File: src/hw/rtl/zfsa_pkg.sv
// ----------------------------------------------------------------------------
// zfsa_pkg
// Shared types and constants of the zoned frame stack allocator: request and
// response layouts, request kinds, status codes and register map.
// ----------------------------------------------------------------------------
package zfsa_pkg;

   // Sizing
   localparam int ZONE_COUNT  = 3;
   localparam int STACK_DEPTH = 1024;
   localparam int FRAME_BITS  = 40;

   localparam int FIELD_BITS  = 40;
   localparam int ZONE_BITS   = 2;
   localparam int KIND_BITS   = 2;
   localparam int STATUS_BITS = 2;

   localparam int COUNT_BITS  = $clog2(STACK_DEPTH + 1);
   localparam int IDX_BITS    = $clog2(STACK_DEPTH);
   localparam int MEM_DEPTH   = ZONE_COUNT * STACK_DEPTH;
   localparam int ADDR_BITS   = $clog2(MEM_DEPTH);

   localparam logic [FIELD_BITS-1:0] FRAME_MASK = (FRAME_BITS >= FIELD_BITS) ? '1 :
      FIELD_BITS'((64'd1 << FRAME_BITS) - 64'd1);

   // Register map
   localparam int REG_COUNT     = 3;
   localparam int REG_BITS      = 40;
   localparam int REG_IDX_BITS  = 2;
   localparam int REG_ADDR_LSB  = 3;
   localparam int CSR_ADDR_BITS = REG_IDX_BITS + REG_ADDR_LSB;
   localparam int CSR_DATA_BITS = 64;

   localparam logic [REG_IDX_BITS-1:0] REG_ZONE0_LIMIT = 2'd0;
   localparam logic [REG_IDX_BITS-1:0] REG_ZONE1_LIMIT = 2'd1;
   localparam logic [REG_IDX_BITS-1:0] REG_ZONE2_LIMIT = 2'd2;

   localparam logic [REG_BITS-1:0] ZONE0_LIMIT_RST = 40'd4095;
   localparam logic [REG_BITS-1:0] ZONE1_LIMIT_RST = 40'd1048575;
   localparam logic [REG_BITS-1:0] ZONE2_LIMIT_RST = '1;

   // Request kinds
   localparam logic [KIND_BITS-1:0] KIND_ALLOC = 2'd0;
   localparam logic [KIND_BITS-1:0] KIND_FREE  = 2'd1;
   localparam logic [KIND_BITS-1:0] KIND_SEED  = 2'd2;

   // Response status
   localparam logic [STATUS_BITS-1:0] STAT_OK    = 2'd0;
   localparam logic [STATUS_BITS-1:0] STAT_OOM   = 2'd1;
   localparam logic [STATUS_BITS-1:0] STAT_ABOVE = 2'd2;
   localparam logic [STATUS_BITS-1:0] STAT_FULL  = 2'd3;

   typedef struct packed {
      logic [KIND_BITS-1:0]  kind;
      logic [ZONE_BITS-1:0]  max_zone;
      logic [FIELD_BITS-1:0] frame_in;
   } req_type;

   typedef struct packed {
      logic [STATUS_BITS-1:0] status;
      logic [FIELD_BITS-1:0]  frame_out;
      logic [ZONE_BITS-1:0]   zone;
      logic                   needs_zeroing;
   } rsp_type;

   typedef logic [REG_COUNT-1:0][REG_BITS-1:0] limits_type;

endpackage

File: src/hw/rtl/zfsa_csr.sv
// ----------------------------------------------------------------------------
// zfsa_csr
// APB-style register block holding the three zone limit registers.
// ----------------------------------------------------------------------------
module zfsa_csr (
   input  logic                                clock,
   input  logic                                reset,
   input  logic                                csr_psel,
   input  logic                                csr_penable,
   input  logic                                csr_pwrite,
   input  logic [zfsa_pkg::CSR_ADDR_BITS-1:0]  csr_paddr,
   input  logic [zfsa_pkg::CSR_DATA_BITS-1:0]  csr_pwdata,
   output logic [zfsa_pkg::CSR_DATA_BITS-1:0]  csr_prdata,
   output logic                                csr_pready,
   output zfsa_pkg::limits_type                zone_limits
);

   zfsa_pkg::limits_type limits_ff;
   zfsa_pkg::limits_type limits_in;
   logic [zfsa_pkg::REG_IDX_BITS-1:0] reg_idx;
   logic wr_en;

   assign reg_idx    = csr_paddr[zfsa_pkg::CSR_ADDR_BITS-1:zfsa_pkg::REG_ADDR_LSB];
   assign csr_pready = 1'b1;
   assign wr_en      = csr_psel & csr_penable & csr_pwrite & csr_pready;

   always_comb begin
      limits_in = limits_ff;
      if (wr_en) begin
         unique case (reg_idx)
            zfsa_pkg::REG_ZONE0_LIMIT: limits_in[0] = csr_pwdata[zfsa_pkg::REG_BITS-1:0];
            zfsa_pkg::REG_ZONE1_LIMIT: limits_in[1] = csr_pwdata[zfsa_pkg::REG_BITS-1:0];
            zfsa_pkg::REG_ZONE2_LIMIT: limits_in[2] = csr_pwdata[zfsa_pkg::REG_BITS-1:0];
            default: ;
         endcase
      end
   end

   always_comb begin
      unique case (reg_idx)
         zfsa_pkg::REG_ZONE0_LIMIT:
            csr_prdata = zfsa_pkg::CSR_DATA_BITS'(limits_ff[0]);
         zfsa_pkg::REG_ZONE1_LIMIT:
            csr_prdata = zfsa_pkg::CSR_DATA_BITS'(limits_ff[1]);
         zfsa_pkg::REG_ZONE2_LIMIT:
            csr_prdata = zfsa_pkg::CSR_DATA_BITS'(limits_ff[2]);
         default:
            csr_prdata = '0;
      endcase
   end

   always_ff @(posedge clock) begin
      if (reset) begin
         limits_ff[0] <= zfsa_pkg::ZONE0_LIMIT_RST;
         limits_ff[1] <= zfsa_pkg::ZONE1_LIMIT_RST;
         limits_ff[2] <= zfsa_pkg::ZONE2_LIMIT_RST;
      end else begin
         limits_ff <= limits_in;
      end
   end

   assign zone_limits = limits_ff;

endmodule

File: config.mk
export PLATFORM = sky130hd
export DESIGN_NAME = zfsa_csr
export DESIGN_NICKNAME = d
export VERILOG_FILES = /design/src/hw/rtl/zfsa_pkg.sv /design/src/hw/rtl/zfsa_csr.sv
export SDC_FILE = /design/constraint.sdc
export NUM_CORES = 1
export LEC_CHECK = 0
export BUFFER_PORTS_ARGS = -buffer_cell sky130_fd_sc_hd__buf_2
export CAP_MARGIN = 20
export CORE_ASPECT_RATIO = 1.1
export CORE_MARGIN = 2
export CORE_UTILIZATION = 40
export DETAILED_ROUTE_END_ITERATION = 10
export PLACE_DENSITY = 0.74
export RECOVER_POWER = 50
export SYNTH_ARGS = -nofsm -noshare
export SYNTH_HDL_FRONTEND = slang
export SYNTH_SLANG_ARGS = --single-unit
File: constraint.sdc
create_clock -name clock -period 1.9 [get_ports clock]
set_input_delay 0.19 -clock clock [delete_from_list [all_inputs] [get_ports clock]]
set_output_delay 0.19 -clock clock [all_outputs]
set_load 0.02 [all_outputs]
==> impl_metrics.py, run 1 <==
metrics = {
    "run_status": {
        "outcome": "complete, no violations",
    },
    "flow_run": {
        "maxCapViolCount": 0,
    },
    "global_routing": {
        "antenna_found_initial": 1,
        "grt_max_degree": 91,
        "gr-total-overflow": 0,
        "grt_usage_pct": 19.2,
        "grt_pass1_wl_mm": 23.5,
        "first_global_vias": 4576,
    },
    "clocking": {
        "clock_tree.htree_level_count": 4,
        "cts_tree": "done",
        "cts-resized-gates": 0,
        "cts.clk_slew.worst_paths_ns": 0.06,
        "postCtsSetupRepairBufs": 0,
        "hold_buffers": 0,
        "cts-root-buf": "clkbuf_16",
        "clkLatencyLatePin_ns": 0.41,
        "cts_sinks": 120,
        "cts_buffers": 17,
        "cts_max_path_buffers": 2,
    },
    "route": {
        "drt-initial-drc-count": 229,
        "drc": 0,
        "wl_per_cell_um": 14.3,
        "drtPass1Iterations": 4,
        "vias": 4891,
        "vias_per_cell": 4.77,
        "wirelength_mm": 14.7,
        "ant_nets": 0,
    },
    "power_and_ir_drop": {
        "p_leak_nw": 3.26,
        "powerDensity_mw_per_mm2": 886,
        "vdd_drop_max_v": 0.000454,
    },
    "setup_path": {
        "cp.arrival_ns": 1.40,
        "worst_setup_path_end_kind": "primary output",
        "crit_top_cell": "buf_2",
        "cp_cell_sequence": "buf_2 > clkbuf_2 > buf_4 > mux2i_1 > o21ai_0 > buf_2",
        "path_max_fanout": 11,
        "crit_type": "in2out",
        "slowest_stage": "buf_4",
        "cp-start-kind": "primary input",
        "crit_path_max_incr_delay_ns": 0.31,
        "worstPathRequired_ns": 1.71,
    },
    "logic_synthesis": {
        "netlist_area_mm2": 0.00574,
        "synth_cell_types": 19,
        "synth_mux_area_share_pct": 27.9,
        "avgSynthCellArea_um2": 9.11,
        "synth_xor_area_share_pct": 0,
        "yosysWarnings": 0,
        "synth-seq-cells": 120,
        "synth_area_leaders": "dfxtp_1 42%, mux2i_1 28%, nand2b_1 8.3%, nor2_1 7.3%, o21ai_0 3.5%",
        "synth.top_cell.area_share_pct": 41.9,
        "synth_fa_ha_area_share_pct": 0,
        "synth-simple-area-share_pct": 19.3,
        "synth_top_family_by_area": "multiplexers",
        "syn_inst": 630,
        "synth_compound_area_share_pct": 3.49,
        "yosysTopAreaCell": "dfxtp_1",
        "ys_seq_area_share_pct": 41.9,
    },
    "sta": {
        "finalCritPeriodShare_pct": 83.7,
        "final-max-slew-violation-count": 0,
        "setup_viol": 0,
        "final-hold-violation-count": 0,
        "slew_headroom_pct": 31.0,
        "max_slew.worst_pin.slew_ns": 1.04,
        "min_period_ns": 1.59,
        "clock_skew_ns": 0,
        "tns_ns": 0,
        "fin_ws_ns": 0.311,
        "fmax_ghz": 0.629,
        "rsz0062_at_grt": "no",
    },
    "final_layout": {
        "antennaDiodeCount": 0,
        "nFillCells": 1363,
        "final_common_cell": "buf_2",
        "syn2layout_area_growth_pct": 29.1,
        "layout_common_cells": "166 x buf_2, 160 x mux2i_1, 120 x dfxtp_1",
        "fin_nets": 899,
        "seqCellArea_mm2": 0.00240,
        "largest_reg_flops": 120,
        "multi_input_area_mm2": 0.00301,
        "drive_above_1_share_pct": 25.9,
    },
    "die": {
        "die_w_um": 118,
        "num_rows": 45,
        "die_area_mm2": 0.0153,
        "die_h_um": 130,
        "ioPinCount": 259,
        "core_mm2": 0.0139,
        "initial_core_util_pct": 41.3,
    },
    "placement": {
        "dpl.hpwl_mm": 10.3,
        "place_ws_ns": 0.253,
        "gp_congestion": 0.721,
        "io_buffers": 206,
    },
    "worst_hold_path": {
        "hold_class": "in2reg",
    },
}
## per-stage QoR
| step | instance area, µm² | power, mW | hold WS (ns) | util (%) | cells |
|---|---|---|---|---|---|
| detailed placement | 6910 | 3.31 | 0.475 | 49.7 | 994 |
| CTS | 7530 | 6.66 | 0.0349 | 54.1 | 1026 |
| finish | 7410 | 6.57 | 0.0474 | 53.3 | 1026 |
| global placement | 6910 | 3.30 | 0.463 | 49.7 | 994 |
| global route | 7410 | 6.81 | 0.0409 | 53.3 | 1026 |
| floorplan | 5820 | 3.11 | 0.345 | - | 653 |
## critical path: cells and delay by family
kind            cells  cell delay (ns)
buf+inv             4             0.89
mux                 1             0.22
compound gates      1             0.10
## layer usage
metal / track usage [%] / wire length, µm / vias to the layer above
li1: - / - / 2421
met1: 23.6 / 6500 / 2285
met2: 32.7 / 7110 / 165
met3: 5.06 / 866 / 18
met4: 6.66 / 171 / 2
met5: 0 / 16 / -
## area by class of cell
| class | count | share of cell area, % |
|---|---|---|
| Multi-Input combinational cell | 460 | 40.6 |
| Sequential cell | 120 | 32.4 |
| Timing Repair Buffer | 226 | 15.5 |
| Clock buffer | 17 | 5.74 |
| Tap cell | 188 | 3.18 |
| Clock inverter | 15 | 2.55 |
## cell families (layout without fill, tap and decap cells)
group / after synthesis / in the layout
buffers and inverters: 73 / 258
other: 2 / 25
and+or+nand+nor: 235 / 235
AOI/OAI and AO/OA: 40 / 40
DFF: 120 / 120
muxes: 160 / 160
## Yosys cell counts
| cell type | n |
|---|---|
| clkbuf_1 | 21 |
| buf_4 | 26 |
| nand2_1 | 40 |
| nand3_2 | 1 |
| or3_1 | 1 |
| buf_2 | 20 |
| conb_1 | 2 |
| buf_6 | 3 |
| mux2i_1 | 160 |
| dfxtp_1 | 120 |
| or3b_1 | 1 |
| nor3b_2 | 1 |
| nor3_2 | 1 |
| buf_1 | 3 |
| nor2b_1 | 1 |
| nor3b_1 | 1 |
| nor2_1 | 112 |
| o21ai_0 | 40 |
| nand2b_1 | 76 |
## report_power, final
| part | leakage, nW | internal [mW] | switching (mW) |
|---|---|---|---|
| Combinational | 1.99 | 0.238 | 0.425 |
| Clock | 0.295 | 2.09 | 1.24 |
| Sequential | 0.972 | 2.55 | 0.0266 |
## final timing paths
| path | startpoint | end | slack, ns | depth (start not counted) |
|---|---|---|---|---|
| worst max-delay path | csr_paddr[3] | csr_prdata[4] | 0.31 | 6 |
| worst min-delay path | csr_pwdata[14] | zone_limits[14]$_SDFFE_PP0P_ | 0.05 | 3 |
| worst max register to register | zone_limits[102]$_SDFFE_PP1P_ | zone_limits[102]$_SDFFE_PP1P_ | 1.22 | 2 |
| worst min register to register | zone_limits[25]$_SDFFE_PP0P_ | zone_limits[25]$_SDFFE_PP0P_ | 0.49 | 2 |
(Power assumes the default switching activity.)
==> inputs of run 2 (changes only) <==
- PLACE_DENSITY: 0.74 -> 0.76
- clock period: 1.9 -> 1.4 ns (I/O delays scaled with it)
==> run 2 against run 1 <==
Net effect: power up 37%; critical endpoint is now csr_prdata[10]; routed wire length grew 2.5%; sequential share of layout area is 1.0 points lower; combinational power is 48% higher; global-route usage about the same; largest cell class unchanged; final cell count grew 1.8%; sequential cell count is the same.
==> impl_metrics.py, run 2 (synthesis results as in run 1) <==
metrics = {
    "run_status": {
        "outcome": "complete, no violations",
    },
    "sta": {
        "final-hold-violation-count": 0,
        "holdWs_ns": 0.0173,
        "fmax_ghz": 0.724,
        "rsz0062_at_grt": "yes",
        "min_period_ns": 1.38,
        "finalCritPeriodShare_pct": 98.7,
        "clock_skew_ns": 0,
        "final-max-slew-violation-count": 0,
        "slew_headroom_pct": 50.6,
        "max_slew.worst_pin.slew_ns": 0.741,
        "setup_viol": 0,
        "tns_ns": 0,
    },
    "setup_path": {
        "worstPathRequired_ns": 1.26,
        "cp-start-kind": "flop",
        "crit_type": "reg2out",
        "worst_setup_path_end_kind": "primary output",
        "path_max_fanout": 3,
        "cp.arrival_ns": 1.24,
        "r2r_cells": 2,
    },
    "clocking": {
        "cts-root-buf": "clkbuf_16",
        "cts_buffers": 17,
        "clock_tree.htree_level_count": 4,
        "clkLatencyLatePin_ns": 0.40,
        "cts_sinks": 120,
        "cts_max_path_buffers": 2,
        "cts_tree": "done",
        "cts.clk_slew.worst_paths_ns": 0.06,
    },
    "global_routing": {
        "grt_max_degree": 87,
        "gr-total-overflow": 0,
        "first_global_vias": 4771,
        "grt_pass1_wl_mm": 23.6,
        "antenna_found_initial": 0,
        "grt_usage_pct": 19.2,
    },
    "route": {
        "drtPass1Iterations": 4,
        "drt-initial-drc-count": 220,
        "drc": 0,
        "wirelength_mm": 15.0,
        "wl_per_cell_um": 14.4,
        "ant_nets": 0,
        "vias": 4948,
        "vias_per_cell": 4.74,
    },
    "placement": {
        "gp_congestion": 0.767,
        "place_area_mm2": 0.00704,
        "io_buffers": 206,
        "dpl.hpwl_mm": 10.5,
    },
    "die": {
        "die_area_mm2": 0.0153,
        "initial_core_util_pct": 41.3,
        "ioPinCount": 259,
        "core_mm2": 0.0139,
        "die_h_um": 130,
        "num_rows": 45,
        "die_w_um": 118,
    },
    "final_layout": {
        "multi_input_area_mm2": 0.00301,
        "nFillCells": 1291,
        "fin_nets": 917,
        "final_cell_area_mm2": 0.00772,
        "antennaDiodeCount": 0,
        "syn2layout_area_growth_pct": 34.6,
        "largest_reg_flops": 120,
        "final_common_cell": "buf_2",
        "seqCellArea_mm2": 0.00243,
        "layout_common_cells": "180 x buf_2, 160 x mux2i_1, 112 x nor2_1",
        "drive_above_1_share_pct": 31.8,
    },
    "worst_hold_path": {
        "whs_path_depth": 3,
        "hold_class": "in2reg",
    },
    "power_and_ir_drop": {
        "powerDensity_mw_per_mm2": 1170,
        "p_leak_nw": 3.43,
        "vdd_drop_max_v": 0.000636,
    },
    "flow_run": {
        "maxCapViolCount": 0,
    },
}
-- run 2: cell types whose count changed in the layout (fill, tap and decap cells not counted), sizes merged --
cell / delta
clkbuf: -21
clkinv: -2
clkinvlp: +2
dlygate4sd3: +11
inv: -2
buf: +30
-- run 2: critical path: stages, from the launching register on --
cell     delay, ns
dfxtp_2       0.34
mux2i_1       0.07
o21ai_1       0.23
buf_4         0.19
-- run 2: path summary, 6_finish.rpt --
kind                            slack, ns                             to                           from
worst max-delay path                 0.02                 csr_prdata[10]   zone_limits[50]$_SDFFE_PP1P_
worst min-delay path                 0.02  zone_limits[113]$_SDFFE_PP1P_                 csr_pwdata[33]
worst max register to register       0.73  zone_limits[116]$_SDFFE_PP1P_  zone_limits[116]$_SDFFE_PP1P_
worst min register to register       0.48   zone_limits[39]$_SDFFE_PP0P_   zone_limits[39]$_SDFFE_PP0P_
-- run 2: layout make-up --
cell class / count / share of cell area, %
multi-input combinational: 460 / 38.9
timing repair buffer: 244 / 18.6
sequential: 120 / 31.4
tap: 188 / 3.05
clock inverter: 13 / 2.19
clock buffer: 19 / 5.86
-- run 2: what timing repair did --
item	in CTS	in global routing
endpoints found under the hold margin	12	0
hold buffers	11	0
pin swaps	0	3
gates resized for setup	6	41
setup buffers	0	1
cloned	0	0
setup endpoints to repair	6	21
-- run 2: where the power goes --
| group | internal, mW | switching [mW] |
|---|---|---|
| logic | 0.386 | 0.593 |
| registers | 3.46 | 0.0363 |
| clock network | 2.91 | 1.64 |
| total | 6.76 | 2.27 |
-- run 2: stage by stage --
stage,total power [mW],utilization (%),worst slack (ns),instances
after floorplan,4.23,-,0.102,653
after global placement,4.51,50.7,0.00515,1000
after detailed placement,4.52,50.7,-0.0386,1000
after CTS,9.12,55.9,0.00336,1043
after global routing,9.35,55.5,-0.0529,1044
final,9.03,55.5,0.0185,1044
-- run 2: per-layer routing --
layer,GRT usage [%],part of all wire [%],up-vias
met5,0,0,-
met4,7.16,1.5,0
met3,4.71,5.8,17
met2,33.4,50,150
met1,23.2,43,2324
li1,-,-,2457
==> inputs of run 3 (changes only) <==
==> constraint.sdc (replaced) <==
create_clock -name clock -period 1.4 [get_ports clock]
set_input_delay 0.14 -clock clock [delete_from_list [all_inputs] [get_ports clock]]
set_output_delay 0.14 -clock clock [all_outputs]
set_load 0.1 [all_outputs]
==> run 3 against run 2 <==
Net effect: largest cell class unchanged; sequential share of layout area decreased by 2.2 points; critical endpoint is now csr_prdata[25]; worst hold slack got worse by 0.010 ns; power increased by 16%; first-iteration DRC count increased by 33%; count of clock-buffer cells in the layout increased by 2; clock skew unchanged.
==> impl_metrics.py, run 3 (synthesis results as in run 1) <==
metrics = {
    "clocking": {
        "cts_sinks": 120,
        "cts.clk_slew.worst_paths_ns": 0.06,
        "cts_tree": "done",
        "cts-root-buf": "clkbuf_16",
        "postCtsSetupRepairBufs": 0,
        "clock_tree.htree_level_count": 4,
        "clkLatencyLatePin_ns": 0.40,
        "cts_max_path_buffers": 2,
        "cts_buffers": 17,
    },
    "sta": {
        "final-max-slew-violation-count": 0,
        "final-hold-violation-count": 0,
        "finalCritPeriodShare_pct": 97.8,
        "slew_headroom_pct": 50.6,
        "fmax_ghz": 0.730,
        "clock_skew_ns": 0,
        "fin_ws_ns": 0.0304,
        "setup_viol": 0,
        "min_period_ns": 1.37,
        "tns_ns": 0,
        "max_slew.worst_pin.slew_ns": 0.741,
    },
    "route": {
        "vias": 4982,
        "drc": 0,
        "wl_per_cell_um": 15.3,
        "drtPass1Iterations": 4,
        "wirelength_mm": 15.8,
        "vias_per_cell": 4.81,
        "drt-initial-drc-count": 292,
        "ant_nets": 0,
    },
    "die": {
        "ioPinCount": 259,
        "die_w_um": 118,
        "initial_core_util_pct": 41.3,
        "die_area_mm2": 0.0153,
        "core_mm2": 0.0139,
        "num_rows": 45,
        "die_h_um": 130,
    },
    "run_status": {
        "outcome": "complete, no violations",
    },
    "placement": {
        "io_buffers": 206,
        "gp_congestion": 0.734,
        "dp.cells": 995,
        "place_ws_ns": 0.0347,
        "dpl.hpwl_mm": 11.1,
    },
    "power_and_ir_drop": {
        "p_leak_nw": 3.69,
        "seqPwrFrac_pct": 32.3,
        "p_switching_mw": 3.34,
        "combPwrFrac_pct": 23.6,
        "powerDensity_mw_per_mm2": 1110,
        "vdd_drop_max_v": 0.000803,
        "swShare_pct": 31.9,
        "power.internal_mw": 7.13,
        "power.total_mw": 10.5,
        "pwr-share-clk_pct": 44.1,
    },
    "final_layout": {
        "largest_reg_flops": 120,
        "nFillCells": 1039,
        "syn2layout_area_growth_pct": 64.2,
        "layout_common_cells": "149 x buf_2, 120 x mux2i_1, 112 x nor2_1",
        "fin_nets": 907,
        "final_common_cell": "buf_2",
        "drive_above_1_share_pct": 54.0,
        "fin_cells": 1036,
    },
    "setup_path": {
        "r2r_start": "zone_limits[50]$_SDFFE_PP1P_",
        "worst_setup_path_end_kind": "primary output",
        "cp.arrival_ns": 1.23,
        "crit_start": "zone_limits[65]$_SDFFE_PP0P_",
        "crit_type": "reg2out",
        "worstPathRequired_ns": 1.26,
        "path_max_fanout": 3,
        "cp-start-kind": "flop",
    },
    "global_routing": {
        "grt_max_degree": 86,
        "grt_usage_pct": 20.5,
        "gr-total-overflow": 0,
        "first_global_vias": 4875,
        "grt_pass1_wl_mm": 25.0,
        "antenna_found_initial": 3,
    },
    "flow_run": {
        "maxCapViolCount": 0,
    },
    "worst_hold_path": {
        "worstHoldStart": "csr_pwdata[29]",
        "hold_class": "in2reg",
    },
}
run 3: changes by cell type in the layout (fill, tap and decap cells not counted), moves of 26 or more:
cell,before,now
dfxtp_1,100,0
mux2i_1,160,120
buf_12,8,48
dfxtp_4,0,80
buf_2,180,149
mux2i_4,0,26
o21ai_4,0,40
run 3: repair_timing:
item,4_1_cts,5_1_grt
resized for setup,15,31
gates cloned,0,0
hold endpoints to repair,7,0
endpoints found under the setup margin,14,27
hold buffers,7,0
run 3: worst paths after layout:
kind                                                 endpoint  slack (ns)  cells past startpoint
worst max-delay path                           csr_prdata[25]        0.03                      3
worst min register to register   zone_limits[73]$_SDFFE_PP0P_        0.50                      2
worst max register to register   zone_limits[50]$_SDFFE_PP1P_        0.71                      2
worst min-delay path            zone_limits[109]$_SDFFE_PP1P_       0.007                      3
run 3: layer usage:
layer | global-route usage, % | vias to the layer above | wire (µm)
li1 | - | 2461 | -
met1 | 24.9 | 2337 | 6760
met2 | 35.5 | 160 | 7860
met3 | 5.06 | 22 | 892
met4 | 7.58 | 2 | 275
met5 | 0 | - | 10
run 3: layout make-up:
cell class	count	area, µm²	area share [%]
clock inverters	11	171	1.82
well taps	188	235	2.50
clock buffers	21	460	4.89
repair buffers	234	1970	20.9
diodes	2	5.00	0.0531
flip-flops and latches	120	2750	29.2
multi-input cells	460	3830	40.6
run 3: power by group through the flow:
stage | Clock [mW] | Sequential [mW] | Combinational (mW)
finish | 4.62 | 3.38 | 2.47
floorplan | 0 | 3.77 | 1.51
global route | 4.89 | 3.39 | 2.55
CTS | 4.70 | 3.37 | 2.44
detailed placement | 0 | 3.45 | 2.41
global placement | 0 | 3.44 | 2.40
run 3: worst max-delay path: stages (launching register included):
cell     delay [ns]
dfxtp_4        0.35
mux2i_2        0.21
o21ai_4        0.08
buf_12         0.19
run 3: per-stage QoR:
stage	area, µm²	hold slack, ns	utilization [%]
after global placement	8500	0.407	61.1
final	9420	0.00723	67.7
after global routing	9420	0.00750	67.7
after detailed placement	8500	0.412	61.1
after floorplan	6730	0.285	-
after CTS	9260	0.00218	66.6
